$ cat config.mk
export PLATFORM = sky130hd
export DESIGN_NAME = multilevel_feedback_queue
export DESIGN_NICKNAME = d
export VERILOG_FILES = /design/src/hdl/mfq_pkg.sv /design/src/hdl/mfq_cell.sv /design/src/hdl/mfq_row.sv /design/src/hdl/multilevel_feedback_queue.sv
export VERILOG_INCLUDE_DIRS = /design/src /design/src/hdl
export SDC_FILE = /design/constraint.sdc
export NUM_CORES = 2
export LEC_CHECK = 0
export ABC_AREA = 0
export BUFFER_PORTS_ARGS = -buffer_cell sky130_fd_sc_hd__clkbuf_2
export CAP_MARGIN = 20
export CORE_ASPECT_RATIO = 0.8
export CORE_MARGIN = 4
export CORE_UTILIZATION = 40
export DETAILED_ROUTE_END_ITERATION = 6
export HOLD_SLACK_MARGIN = 0.12
export PLACE_DENSITY_LB_ADDON = 0.05
export REMOVE_ABC_BUFFERS = 1
export SYNTH_ARGS = -nofsm -noshare
export SYNTH_HDL_FRONTEND = slang
export SYNTH_HIERARCHICAL = 1
export SYNTH_SLANG_ARGS = --single-unit
$ cat constraint.sdc
create_clock -name aclk -period 15.5 [get_ports aclk]
set_clock_uncertainty 0.05 [all_clocks]
set_input_delay 1.55 -clock aclk [delete_from_list [all_inputs] [get_ports aclk]]
set_output_delay 1.55 -clock aclk [all_outputs]
set_load 0.01 [all_outputs]
$ cat src/hdl/multilevel_feedback_queue_macros.svh
// assertion macros for the multilevel feedback queue scheduler
// no dependencies; included by the modules that carry checks
`ifndef MULTILEVEL_FEEDBACK_QUEUE_MACROS_SVH
`define MULTILEVEL_FEEDBACK_QUEUE_MACROS_SVH
`ifndef NO_ASSERTIONS
`define MFQ_ASSERT_IMPLY(lbl, clk, rstn, ante, cons, msg) \
    lbl: assert property (@(posedge clk) disable iff (!(rstn)) (ante) |-> (cons)) \
        else $error(msg);
`define MFQ_ASSERT_NEXT(lbl, clk, rstn, ante, cons, msg) \
    lbl: assert property (@(posedge clk) disable iff (!(rstn)) (ante) |=> (cons)) \
        else $error(msg);
`else
`define MFQ_ASSERT_IMPLY(lbl, clk, rstn, ante, cons, msg)
`define MFQ_ASSERT_NEXT(lbl, clk, rstn, ante, cons, msg)
`endif
`endif

$ cat src/hdl/mfq_pkg.sv
// shared types and codes of the multilevel feedback queue scheduler
// no dependencies
`timescale 1ns / 1ps
package mfq_pkg;

    localparam int PID_W  = 4;
    localparam int POS_W  = 6;   // wide enough for the largest slot count

    typedef enum logic [2:0] {
        KIND_ENQ   = 3'd0,
        KIND_DEQ   = 3'd1,
        KIND_HEAD  = 3'd2,
        KIND_QUANT = 3'd3,
        KIND_READY = 3'd4,
        KIND_TICK  = 3'd5,
        KIND_SETP  = 3'd6
    } kind_t;

    typedef enum logic [1:0] {
        STS_OK       = 2'd0,
        STS_FULL     = 2'd1,
        STS_BAD      = 2'd2,
        STS_NO_READY = 2'd3
    } status_t;

    typedef enum logic [1:0] {
        REG_BASE_QUANTUM   = 2'd0,
        REG_WAIT_LIMIT     = 2'd1,
        REG_AGING_INTERVAL = 2'd2
    } reg_idx_t;

    typedef enum logic [1:0] {
        S_IDLE  = 2'd0,
        S_LEVEL = 2'd1,
        S_SCAN  = 2'd2
    } state_t;

    typedef struct packed {
        logic             push;
        logic             remove;
        logic [PID_W-1:0] pid;
        logic [POS_W-1:0] pos;
    } row_ctl_t;

    typedef struct packed {
        logic shift;
        logic load;
    } cell_ctl_t;

endpackage

$ cat src/hdl/mfq_cell.sv
// one queue slot: holds a process id, takes its right neighbor on a shift
// depends on mfq_pkg
`timescale 1ns / 1ps
module mfq_cell (
    input  logic                       aclk,
    input  mfq_pkg::cell_ctl_t         ctl,
    input  logic [mfq_pkg::PID_W-1:0]  nbr_pid,
    input  logic [mfq_pkg::PID_W-1:0]  load_pid,
    output logic [mfq_pkg::PID_W-1:0]  pid
);
    logic [mfq_pkg::PID_W-1:0] pid_reg, pid_next;

    always_comb begin
        pid_next = pid_reg;
        if (ctl.shift) begin
            pid_next = nbr_pid;
        end else if (ctl.load) begin
            pid_next = load_pid;
        end
    end

    always_ff @(posedge aclk) begin
        pid_reg <= pid_next;
    end

    assign pid = pid_reg;
endmodule

$ cat src/hdl/mfq_row.sv
// one priority level: a row of slot cells plus its fill count
// depends on mfq_pkg, mfq_cell and the macro header
`timescale 1ns / 1ps
`include "multilevel_feedback_queue_macros.svh"
module mfq_row #(
    parameter int SLOTS = 16
) (
    input  logic                               aclk,
    input  logic                               aresetn,
    input  mfq_pkg::row_ctl_t                  ctl,
    input  logic [$clog2(SLOTS)-1:0]           rd_idx,
    output logic [mfq_pkg::PID_W-1:0]          rd_pid,
    output logic [mfq_pkg::PID_W-1:0]          head_pid,
    output logic [$clog2(SLOTS+1)-1:0]         count
);
    localparam int SL_W  = $clog2(SLOTS);
    localparam int CNT_W = $clog2(SLOTS+1);

    logic [CNT_W-1:0] count_reg, count_next;
    logic [mfq_pkg::PID_W-1:0] pid_q [SLOTS];
    mfq_pkg::cell_ctl_t        cctl  [SLOTS];
    logic [SL_W-1:0]           pos;

    assign pos = SL_W'(ctl.pos);

    genvar k;
    generate
        for (k = 0; k < SLOTS; k++) begin : g_cell
            logic [mfq_pkg::PID_W-1:0] nbr;
            if (k + 1 < SLOTS) begin : g_mid
                assign nbr = pid_q[k+1];
            end else begin : g_end
                assign nbr = pid_q[k];
            end
            assign cctl[k].shift = ctl.remove && (SL_W'(k) >= pos);
            assign cctl[k].load  = ctl.push && (CNT_W'(k) == count_reg);
            mfq_cell u_cell (
                .aclk     (aclk),
                .ctl      (cctl[k]),
                .nbr_pid  (nbr),
                .load_pid (ctl.pid),
                .pid      (pid_q[k])
            );
        end
    endgenerate

    always_comb begin
        count_next = count_reg;
        if (ctl.push) begin
            count_next = count_reg + 1'b1;
        end else if (ctl.remove) begin
            count_next = count_reg - 1'b1;
        end
    end

    always_ff @(posedge aclk) begin
        if (!aresetn) begin
            count_reg <= '0;
        end else begin
            count_reg <= count_next;
        end
    end

    assign rd_pid   = pid_q[rd_idx];
    assign head_pid = pid_q[0];
    assign count    = count_reg;

    `MFQ_ASSERT_IMPLY(a_count_bound, aclk, aresetn, 1'b1, 32'(count_reg) <= SLOTS, "row overfull")
    `MFQ_ASSERT_IMPLY(a_one_op, aclk, aresetn, ctl.push, !ctl.remove, "push and remove together")
    `MFQ_ASSERT_NEXT(a_remove_dec, aclk, aresetn, ctl.remove, count_reg == $past(count_reg) - 1'b1, "remove count")
endmodule

$ cat src/hdl/multilevel_feedback_queue.sv
// channel | dir | tdata / tuser
// s_      | in  | tuser kind; tdata level, position, process_id, ready_flag, now
// m_      | out | tdata status, out_process, out_position, out_level, out_quantum, moved
// apb     | in  | base_quantum @0, wait_limit @4, aging_interval @8
// every kind except the aging tick answers in the cycle after acceptance
// an aging tick checks each level from 1 upward in S_LEVEL and scans a due level
//   in S_SCAN: the scan walks one slot of one row per cycle
// one transaction is in flight at a time; input is held off while a result waits
// reset is synchronous; all queues come up empty with no clearing pass
// depends on mfq_pkg, mfq_row, mfq_cell and the macro header
`timescale 1ns / 1ps
`include "multilevel_feedback_queue_macros.svh"
module multilevel_feedback_queue #(
    parameter int LEVELS    = 4,
    parameter int SLOTS     = 16,
    parameter int PROCESSES = 16
) (
    input  logic        aclk,
    input  logic        aresetn,
    input  logic        s_tvalid,
    output logic        s_tready,
    input  logic [79:0] s_tdata,  // level, position, process_id, ready_flag, now, pad
    input  logic [2:0]  s_tuser,  // kind
    output logic        m_tvalid,
    input  logic        m_tready,
    output logic [47:0] m_tdata,  // status, out_process, out_position, out_level,
                                  // out_quantum, moved_count, pad
    input  logic        psel,
    input  logic        penable,
    input  logic        pwrite,
    input  logic [3:0]  paddr,
    input  logic [31:0] pwdata,
    output logic [31:0] prdata,
    output logic        pready
);
    localparam int LV_W  = $clog2(LEVELS);
    localparam int SL_W  = $clog2(SLOTS);
    localparam int CNT_W = $clog2(SLOTS+1);
    localparam int PIX_W = $clog2(PROCESSES);
    localparam logic [LV_W-1:0] LAST_LV = LV_W'(LEVELS - 1);

    // configuration
    logic [23:0] base_q_reg, base_q_next;
    logic [31:0] max_wait_reg, max_wait_next;
    logic [15:0] interval_reg, interval_next;

    // scheduler state
    mfq_pkg::state_t     state_reg, state_next;
    logic [31:0]         counter_reg, counter_next;
    logic [31:0]         last_aged_reg [LEVELS];
    logic [31:0]         last_aged_next [LEVELS];
    logic                ready_reg [PROCESSES];
    logic                ready_next [PROCESSES];
    logic [63:0]         since_reg [PROCESSES];
    logic [63:0]         since_next [PROCESSES];
    logic [LV_W-1:0]     lvl_reg, lvl_next;
    logic [CNT_W-1:0]    k_reg, k_next;
    logic [5:0]          moved_reg, moved_next;
    logic [63:0]         now_reg, now_next;

    // result register
    logic        out_valid_reg, out_valid_next;
    logic [1:0]  sts_reg, sts_next;
    logic [3:0]  oproc_reg, oproc_next;
    logic [3:0]  opos_reg, opos_next;
    logic [1:0]  olev_reg, olev_next;
    logic [26:0] oq_reg, oq_next;
    logic [5:0]  omov_reg, omov_next;

    // rows
    mfq_pkg::row_ctl_t          row_ctl [LEVELS];
    logic [mfq_pkg::PID_W-1:0]  rd_pid  [LEVELS];
    logic [mfq_pkg::PID_W-1:0]  head    [LEVELS];
    logic [CNT_W-1:0]           cnt     [LEVELS];
    logic [SL_W-1:0]            rd_idx;

    // input fields
    logic [2:0]  in_kind;
    logic [1:0]  in_level;
    logic [3:0]  in_pos;
    logic [3:0]  in_pid;
    logic        in_rdy;
    logic [63:0] in_now;
    logic        accept;

    assign in_kind  = s_tuser;
    assign in_level = s_tdata[1:0];
    assign in_pos   = s_tdata[5:2];
    assign in_pid   = s_tdata[9:6];
    assign in_rdy   = s_tdata[10];
    assign in_now   = s_tdata[74:11];

    assign s_tready = (state_reg == mfq_pkg::S_IDLE) && !out_valid_reg;
    assign accept   = s_tvalid && s_tready;

    // idle reads the dequeue slot, the aging scan reads its walking slot
    assign rd_idx = (state_reg == mfq_pkg::S_IDLE) ? SL_W'(in_pos) : SL_W'(k_reg);

    genvar g;
    generate
        for (g = 0; g < LEVELS; g++) begin : g_row
            mfq_row #(.SLOTS(SLOTS)) u_row (
                .aclk     (aclk),
                .aresetn  (aresetn),
                .ctl      (row_ctl[g]),
                .rd_idx   (rd_idx),
                .rd_pid   (rd_pid[g]),
                .head_pid (head[g]),
                .count    (cnt[g])
            );
        end
    endgenerate

    // config port
    logic cfg_wr;
    assign cfg_wr = psel && penable && pwrite && pready;
    assign pready = 1'b1;

    always_comb begin
        base_q_next   = base_q_reg;
        max_wait_next = max_wait_reg;
        interval_next = interval_reg;
        if (cfg_wr) begin
            unique case (paddr[3:2])
                mfq_pkg::REG_BASE_QUANTUM:   base_q_next   = pwdata[23:0];
                mfq_pkg::REG_WAIT_LIMIT:     max_wait_next = pwdata;
                mfq_pkg::REG_AGING_INTERVAL: interval_next = pwdata[15:0];
                default: ;
            endcase
        end
    end

    always_comb begin
        unique case (paddr[3:2])
            mfq_pkg::REG_BASE_QUANTUM:   prdata = {8'd0, base_q_reg};
            mfq_pkg::REG_WAIT_LIMIT:     prdata = max_wait_reg;
            mfq_pkg::REG_AGING_INTERVAL: prdata = {16'd0, interval_reg};
            default:                     prdata = 32'd0;
        endcase
    end

    // aging step terms
    logic [LV_W-1:0]           lvl_up;
    logic [mfq_pkg::PID_W-1:0] scan_pid;
    logic [63:0]               scan_since;
    logic [63:0]               scan_wait;
    logic                      scan_promote;
    logic                      lvl_due;
    logic                      scan_more;

    assign lvl_up     = lvl_reg - 1'b1;
    assign scan_pid   = rd_pid[lvl_reg];
    assign scan_since = since_reg[PIX_W'(scan_pid)];
    assign scan_wait  = (now_reg >= scan_since) ? (now_reg - scan_since) : 64'd0;
    assign scan_promote = (32'(scan_pid) < PROCESSES) && (scan_wait > {32'd0, max_wait_reg});
    assign lvl_due    = (counter_reg - last_aged_reg[lvl_reg]) > {16'd0, interval_reg};
    assign scan_more  = k_reg < cnt[lvl_reg];

    // next state
    always_comb begin
        state_next = state_reg;
        unique case (state_reg)
            mfq_pkg::S_IDLE: begin
                if (accept && in_kind == mfq_pkg::KIND_TICK) begin
                    state_next = mfq_pkg::S_LEVEL;
                end
            end
            mfq_pkg::S_LEVEL: begin
                if (lvl_due) begin
                    state_next = mfq_pkg::S_SCAN;
                end else if (lvl_reg == LAST_LV) begin
                    state_next = mfq_pkg::S_IDLE;
                end
            end
            mfq_pkg::S_SCAN: begin
                if (!scan_more) begin
                    state_next = (lvl_reg == LAST_LV) ? mfq_pkg::S_IDLE : mfq_pkg::S_LEVEL;
                end
            end
            default: state_next = mfq_pkg::S_IDLE;
        endcase
    end

    // datapath and outputs
    logic             lv_ok;
    logic [LV_W-1:0]  li;
    logic             rq_found;
    logic [1:0]       rq_lev;

    assign lv_ok = 32'(in_level) < LEVELS;
    assign li    = LV_W'(in_level);

    always_comb begin
        rq_found = 1'b0;
        rq_lev   = 2'd0;
        for (int l = LEVELS - 1; l >= 0; l--) begin
            if (cnt[l] != '0 && 32'(head[l]) < PROCESSES && ready_reg[PIX_W'(head[l])]) begin
                rq_found = 1'b1;
                rq_lev   = 2'(l);
            end
        end
    end

    always_comb begin
        counter_next   = counter_reg;
        last_aged_next = last_aged_reg;
        ready_next     = ready_reg;
        since_next     = since_reg;
        lvl_next       = lvl_reg;
        k_next         = k_reg;
        moved_next     = moved_reg;
        now_next       = now_reg;
        out_valid_next = out_valid_reg && !m_tready;
        sts_next   = sts_reg;
        oproc_next = oproc_reg;
        opos_next  = opos_reg;
        olev_next  = olev_reg;
        oq_next    = oq_reg;
        omov_next  = omov_reg;
        for (int l = 0; l < LEVELS; l++) begin
            row_ctl[l] = '0;
        end

        unique case (state_reg)
            mfq_pkg::S_IDLE: begin
                if (accept) begin
                    out_valid_next = 1'b1;
                    sts_next   = mfq_pkg::STS_OK;
                    oproc_next = '0;
                    opos_next  = '0;
                    olev_next  = '0;
                    oq_next    = '0;
                    omov_next  = '0;
                    case (in_kind)
                        mfq_pkg::KIND_ENQ: begin
                            if (!lv_ok) begin
                                sts_next = mfq_pkg::STS_BAD;
                            end else if (32'(cnt[li]) >= SLOTS) begin
                                sts_next = mfq_pkg::STS_FULL;
                            end else begin
                                row_ctl[li].push = 1'b1;
                                row_ctl[li].pid  = in_pid;
                                opos_next = 4'(cnt[li]);
                            end
                        end
                        mfq_pkg::KIND_DEQ: begin
                            if (!lv_ok || 32'(in_pos) >= 32'(cnt[li])) begin
                                sts_next = mfq_pkg::STS_BAD;
                            end else begin
                                row_ctl[li].remove = 1'b1;
                                row_ctl[li].pos    = mfq_pkg::POS_W'(in_pos);
                                oproc_next = rd_pid[li];
                            end
                        end
                        mfq_pkg::KIND_HEAD: begin
                            if (!lv_ok || cnt[li] == '0) begin
                                sts_next = mfq_pkg::STS_BAD;
                            end else begin
                                oproc_next = head[li];
                            end
                        end
                        mfq_pkg::KIND_QUANT: begin
                            if (!lv_ok) begin
                                sts_next = mfq_pkg::STS_BAD;
                            end else begin
                                oq_next = {3'd0, base_q_reg} << in_level;
                            end
                        end
                        mfq_pkg::KIND_READY: begin
                            if (rq_found) begin
                                olev_next = rq_lev;
                            end else begin
                                sts_next = mfq_pkg::STS_NO_READY;
                            end
                        end
                        mfq_pkg::KIND_TICK: begin
                            out_valid_next = 1'b0;
                            counter_next   = counter_reg + 32'd1;
                            lvl_next       = LV_W'(1);
                            moved_next     = '0;
                            now_next       = in_now;
                        end
                        mfq_pkg::KIND_SETP: begin
                            if (32'(in_pid) >= PROCESSES) begin
                                sts_next = mfq_pkg::STS_BAD;
                            end else begin
                                ready_next[PIX_W'(in_pid)] = in_rdy;
                                since_next[PIX_W'(in_pid)] = in_now;
                            end
                        end
                        default: sts_next = mfq_pkg::STS_BAD;
                    endcase
                end
            end
            mfq_pkg::S_LEVEL: begin
                k_next = '0;
                if (!lvl_due) begin
                    if (lvl_reg == LAST_LV) begin
                        out_valid_next = 1'b1;
                        sts_next   = mfq_pkg::STS_OK;
                        oproc_next = '0;
                        opos_next  = '0;
                        olev_next  = '0;
                        oq_next    = '0;
                        omov_next  = moved_reg;
                    end else begin
                        lvl_next = lvl_reg + 1'b1;
                    end
                end
            end
            mfq_pkg::S_SCAN: begin
                if (scan_more) begin
                    if (scan_promote && 32'(cnt[lvl_up]) < SLOTS) begin
                        row_ctl[lvl_reg].remove = 1'b1;
                        row_ctl[lvl_reg].pos    = mfq_pkg::POS_W'(k_reg);
                        row_ctl[lvl_up].push    = 1'b1;
                        row_ctl[lvl_up].pid     = scan_pid;
                        moved_next = moved_reg + 6'd1;
                    end else begin
                        k_next = k_reg + 1'b1;
                    end
                end else begin
                    last_aged_next[lvl_reg] = counter_reg;
                    if (lvl_reg == LAST_LV) begin
                        out_valid_next = 1'b1;
                        sts_next   = mfq_pkg::STS_OK;
                        oproc_next = '0;
                        opos_next  = '0;
                        olev_next  = '0;
                        oq_next    = '0;
                        omov_next  = moved_reg;
                    end else begin
                        lvl_next = lvl_reg + 1'b1;
                    end
                end
            end
            default: ;
        endcase
    end

    always_ff @(posedge aclk) begin
        if (!aresetn) begin
            base_q_reg    <= 24'd10000;
            max_wait_reg  <= 32'd1000000;
            interval_reg  <= 16'd10;
            state_reg     <= mfq_pkg::S_IDLE;
            counter_reg   <= '0;
            out_valid_reg <= 1'b0;
            lvl_reg       <= '0;
            k_reg         <= '0;
            moved_reg     <= '0;
            for (int l = 0; l < LEVELS; l++) begin
                last_aged_reg[l] <= '0;
            end
            for (int p = 0; p < PROCESSES; p++) begin
                ready_reg[p] <= 1'b0;
                since_reg[p] <= '0;
            end
        end else begin
            base_q_reg     <= base_q_next;
            max_wait_reg   <= max_wait_next;
            interval_reg   <= interval_next;
            state_reg      <= state_next;
            counter_reg    <= counter_next;
            out_valid_reg  <= out_valid_next;
            lvl_reg        <= lvl_next;
            k_reg          <= k_next;
            moved_reg      <= moved_next;
            last_aged_reg  <= last_aged_next;
            ready_reg      <= ready_next;
            since_reg      <= since_next;
        end
    end

    always_ff @(posedge aclk) begin
        now_reg   <= now_next;
        sts_reg   <= sts_next;
        oproc_reg <= oproc_next;
        opos_reg  <= opos_next;
        olev_reg  <= olev_next;
        oq_reg    <= oq_next;
        omov_reg  <= omov_next;
    end

    assign m_tvalid = out_valid_reg;
    assign m_tdata  = {3'd0, omov_reg, oq_reg, olev_reg, opos_reg, oproc_reg, sts_reg};

    `MFQ_ASSERT_IMPLY(a_busy_empty, aclk, aresetn, state_reg != mfq_pkg::S_IDLE, !out_valid_reg, "result pending during scan")
    `MFQ_ASSERT_NEXT(a_tick_start, aclk, aresetn, accept && in_kind == mfq_pkg::KIND_TICK, state_reg == mfq_pkg::S_LEVEL && lvl_reg == LV_W'(1), "tick did not start aging")
    `MFQ_ASSERT_NEXT(a_quick_reply, aclk, aresetn, accept && in_kind != mfq_pkg::KIND_TICK, out_valid_reg, "missing reply")
endmodule

### Word level (Yosys, flattened, before mapping)

Index checks and enable logic that the tools add are counted.

| operators by class | value |
|---|---|
| add/sub/neg operators | 15 |
| multipliers | 0 |
| div/mod/pow operators | 0 |
| magnitude comparators | 85 |
| equality and inequality tests | 80 |
| shifts and indexed selects | 1 |
| muxes and demuxes | 293 |
| bitwise operators | 15 |
| reduce and logical (&&, ||, !) cells | 240 |

Operators with widths:

| operator | count |
|---|---|
| $bwmux W1024 | 1 |
| $mux W4 | 147 |
| $bmux W64 S4 | 1 |
| $demux W64 S4 | 1 |
| $mux W64 | 4 |
| $bwmux W48 | 5 |
| $mux W48 | 5 |
| $demux W12 S2 | 8 |
| $pmux W48 S2 | 2 |
| $eq A4 B5 Y1 const A | 32 |
| $logic_and A1 B1 Y1 | 143 |
| $mux W27 | 5 |
| $reduce_bool A2 Y1 | 66 |
| $bwmux W128 | 1 |
| $ge A4 B4 Y1 const A | 32 |
| $mux W32 | 3 |
| $pmux W32 S3 | 1 |
| $pmux W27 S3 | 1 |
| $eq A3 B5 Y1 const A | 16 |
| $mux W5 | 16 |
| $bmux W32 S2 | 1 |
| $bmux W4 S4 | 4 |
| $demux W32 S2 | 1 |
| $ge A3 B4 Y1 const A | 16 |
| 64 further kinds | 217 |

| word-level totals | value |
|---|---|
| bits in registers | 1673 |
| bits in latches | 0 |
| memory bits (writable) | 0 |
| memory bits (read-only) | 0 |
| bits of input ports | 126 |
| output and inout port bits | 83 |
| memories kept | 0 |

### Logic depth before layout (Yosys ltp)

| logic depth | value |
|---|---|
| word-level depth | 24 |
| gate-level depth with buffers | 53 |
| mapped depth without buffers | 43 |

### Cells and area by module

Netlist, hierarchy kept.

Modules (own cells, without submodules):

| module | times used | cells an instance | area each (µm²) | seq. area each (µm²) |
|---|---|---|---|---|
| multilevel_feedback_queue | 1 | 8325 | 71678.7 | 29057.9 |
| mfq_cell | 64 | 9 | 171.4 | 120.1 |
| mfq_row | 4 | 123 | 1142.3 | 100.1 |

### Least setup slack after synthesis

OpenSTA, ideal clock, no wires.

| path | value |
|---|---|
| kind | in2reg |
| start point | in s_tdata[4] |
| end point | reg g_row[2].u_row.g_cell[2].u_cell.pid_reg, in the netlist g_row[2].u_row/g_cell[2].u_cell/pid[0], data pin |
| data arrival time | 11846 ps |
| path slack | 3345 ps |
| cell stages on the path | 46 |
| buffers on the path | 7 |
| path through | nand2_1 o21ai_0 nor2b_1 a22oi_1 nand3_1 mux2_2 o21ai_1 clkbuf_1 buf_1 mux4_2 nand2_1 nand2_1 a21oi_1 ha_1 clkbuf_1 a21oi_1 o21ai_0 and4_1 (+10 left out) a221o_1 o31a_1 a31oi_1 o2111ai_1 nor4_1 nand4_1 nor4_1 a21boi_1 buf_4 and2_4 nand2_1 buf_4 o22ai_1 clkbuf_1 nand2b_1 nor2_1 and2_1 mux2_2 |

RTL lines:

| what | RTL line | source |
|---|---|---|
| from (decl) | multilevel_feedback_queue.sv:22 | `input logic [79:0] s_tdata,` |
| to (signal assigned) | mfq_cell.sv:23 | `pid_reg <= pid_next;` |
| to (decl) | mfq_cell.sv:11 | `logic [mfq_pkg::PID_W-1:0] pid_reg, pid_next;` |

==> qor.csv <==
metric,value,unit
antenna_found_initial,15,
crit_fanout,19,
grt.total_usage,25.9,%
max_slew_margin,-5.31,%
wl,301000,um
drc,1,
critPathMaxStageDelay,0.83,ns
dr.pass1.iters,7,
root_buffer,clkbuf_16,
place_ws,1.05,ns
power,11.0,mW
vias,68793,
hold_path_class,reg -> reg,
cts_tree,yes,
via_per_inst,5.61,
worst_setup_path_end_kind,flop,
worst_slew_pin_slew,1.58,ns
final_cells,12256,
status,"finished, violations left",
start_util,40.2,%
hold_violations,0,
die_height,426,um
drv_cap,0,
post-cts-setup-buffers,0,
fmax,69.0,MHz
finalCritPeriodShare,93.5,%
io_buffer_count,197,
setup_viol,0,
peakVddDrop,0.111,mV
nNetsFinal,9544,
ys_warn_count,6,
wl_per_cell,24.5,um
die_x,530,um
globalplace.congestion,0.916,
drt-initial-drc-count,6563,
grt_max_degree,299,
core_region_area,0.217,sq mm
ctsResizeCount,0,
antenna_left,0,
maxSlewViolCount,197,
worstPathRequired,16.03,ns
avgSynthCellArea,9.29,sq um
drive_gt1_share,15.5,%
syn_inst,9388,
violations,"DRC, slew limit",
grt_pass1_wl,444000,um
crit_type,reg -> reg,
place_area,0.0910,sq mm
area_delta_synth_final,11.6,%
period_needed,14.49,ns
grt_pass1_vias,66242,
setup_slack,1.01,ns
clkTransAtPathRegs,0.06,ns
power.density,113,mW/mm^2
overflow,0,
dpl.hpwl,190000,um
die-area,0.226,sq mm
leakage,35.1,nW
hold_buffers,0,
tns,0,ns
critPathArrivalTime,15.01,ns
stdcell_area,0.0973,sq mm
cts_num_sinks,1673,
clock_latency,0.87,ns
clk_path_buf_depth,4,
cts_max_level,4,
cpMostUsedCell,buf_4,
largest_reg_flops,1024,
cts_made_buffers,190,
start_kind,flop,
core.rowCount,153,
place_inst,11901,
crit_slowest_cell,o21ai_4,
syn-cell-area,0.0872,sq mm
rsz0062_at_grt,false,
ios,209,
[final cells by class]
class	count	area, sq um
Multi-Input combinational cell	6789	46800
Tap cell	2867	3590
Clock inverter	57	706
Antenna cell	10	25.0
Inverter	154	588
Sequential cell	1673	37200
Fill cell	20866	120000
Timing Repair Buffer	421	3010
Clock buffer	285	5490
[critical path: cells and delay by family (launching register included)]
family,cells,cell delay (ns)
flip-flops,1,0.36
AND/OR/NAND/NOR,17,4.85
adder cells (fa/ha/maj),3,1.51
AO/OA/AOI/OAI,14,4.37
buffers and inverters,5,1.33
multiplexers,4,1.66
[power by group]
group | internal [mW] | total [mW] | leakage, nW | switching (mW)
registers | 4.52 | 4.57 | 14.2 | 0.0513
logic | 0.663 | 1.86 | 17.9 | 1.20
clock network | 2.68 | 4.59 | 3.01 | 1.91
total | 7.86 | 11.0 | 35.1 | 3.16
[layer usage]
metal  wire length, um  vias to the layer above  part of all wire (%)  global-route usage, %
li1                  -                    32248                     -                      -
met1            142000                    33981                    47                   38.5
met2            132000                     2158                    44                   39.5
met3             19400                      404                   6.4                   3.93
met4              7390                        2                   2.5                   6.12
met5                13                        -                0.0043                      0
[metrics by stage]
| stage | hold slack, ns | utilization [%] |
|---|---|---|
| final | 0.408 | 44.8 |
| after global routing | 0.428 | 44.8 |
| after CTS | 0.414 | 44.8 |
| after detailed placement | 0.406 | 41.9 |
| after global placement | 0.398 | 41.9 |
| after floorplan | 0.390 | - |
[placed cells by master, fill, tap and decap left out, types with 31 or more instances in the layout]
cell type  instances
xor2_1            37
xnor2_1           68
clkbuf_8          31
edfxtp_1         365
clkbuf_16        193
and3_1            33
a21boi_0        1107
buf_4            199
dfxtp_1         1306
a21o_1            39
nor2_1           198
ha_1             187
nand3_1           87
nor2b_1          185
a211oi_1          35
mux2i_1          166
mux2_2           262
a21oi_1          308
clkbuf_1          60
mux4_1            56
nand4_1           72
or2_2             75
inv_1            152
o22ai_1           37
nand2_1         2785
nand2b_1          37
clkbuf_2         196
mux4_2           349
nor3_1            49
o21ai_0           96
and2_1           131
[worst paths after layout]
check	endpoint	cells past startpoint	slack, ns	startpoint
setup / recovery	g_row[3].u_row/g_cell[0].u_cell/pid[0]$_DFFE_PP_	43	1.01	state_reg[0]$_SDFFE_PN0P_
hold / removal	since_reg[212]$_SDFFE_PN0P_	2	0.41	since_reg[212]$_SDFFE_PN0P_
setup reg to reg	g_row[3].u_row/g_cell[0].u_cell/pid[0]$_DFFE_PP_	43	1.01	state_reg[0]$_SDFFE_PN0P_
hold reg to reg	since_reg[212]$_SDFFE_PN0P_	2	0.41	since_reg[212]$_SDFFE_PN0P_
Power figures use the tool's default switching activity.
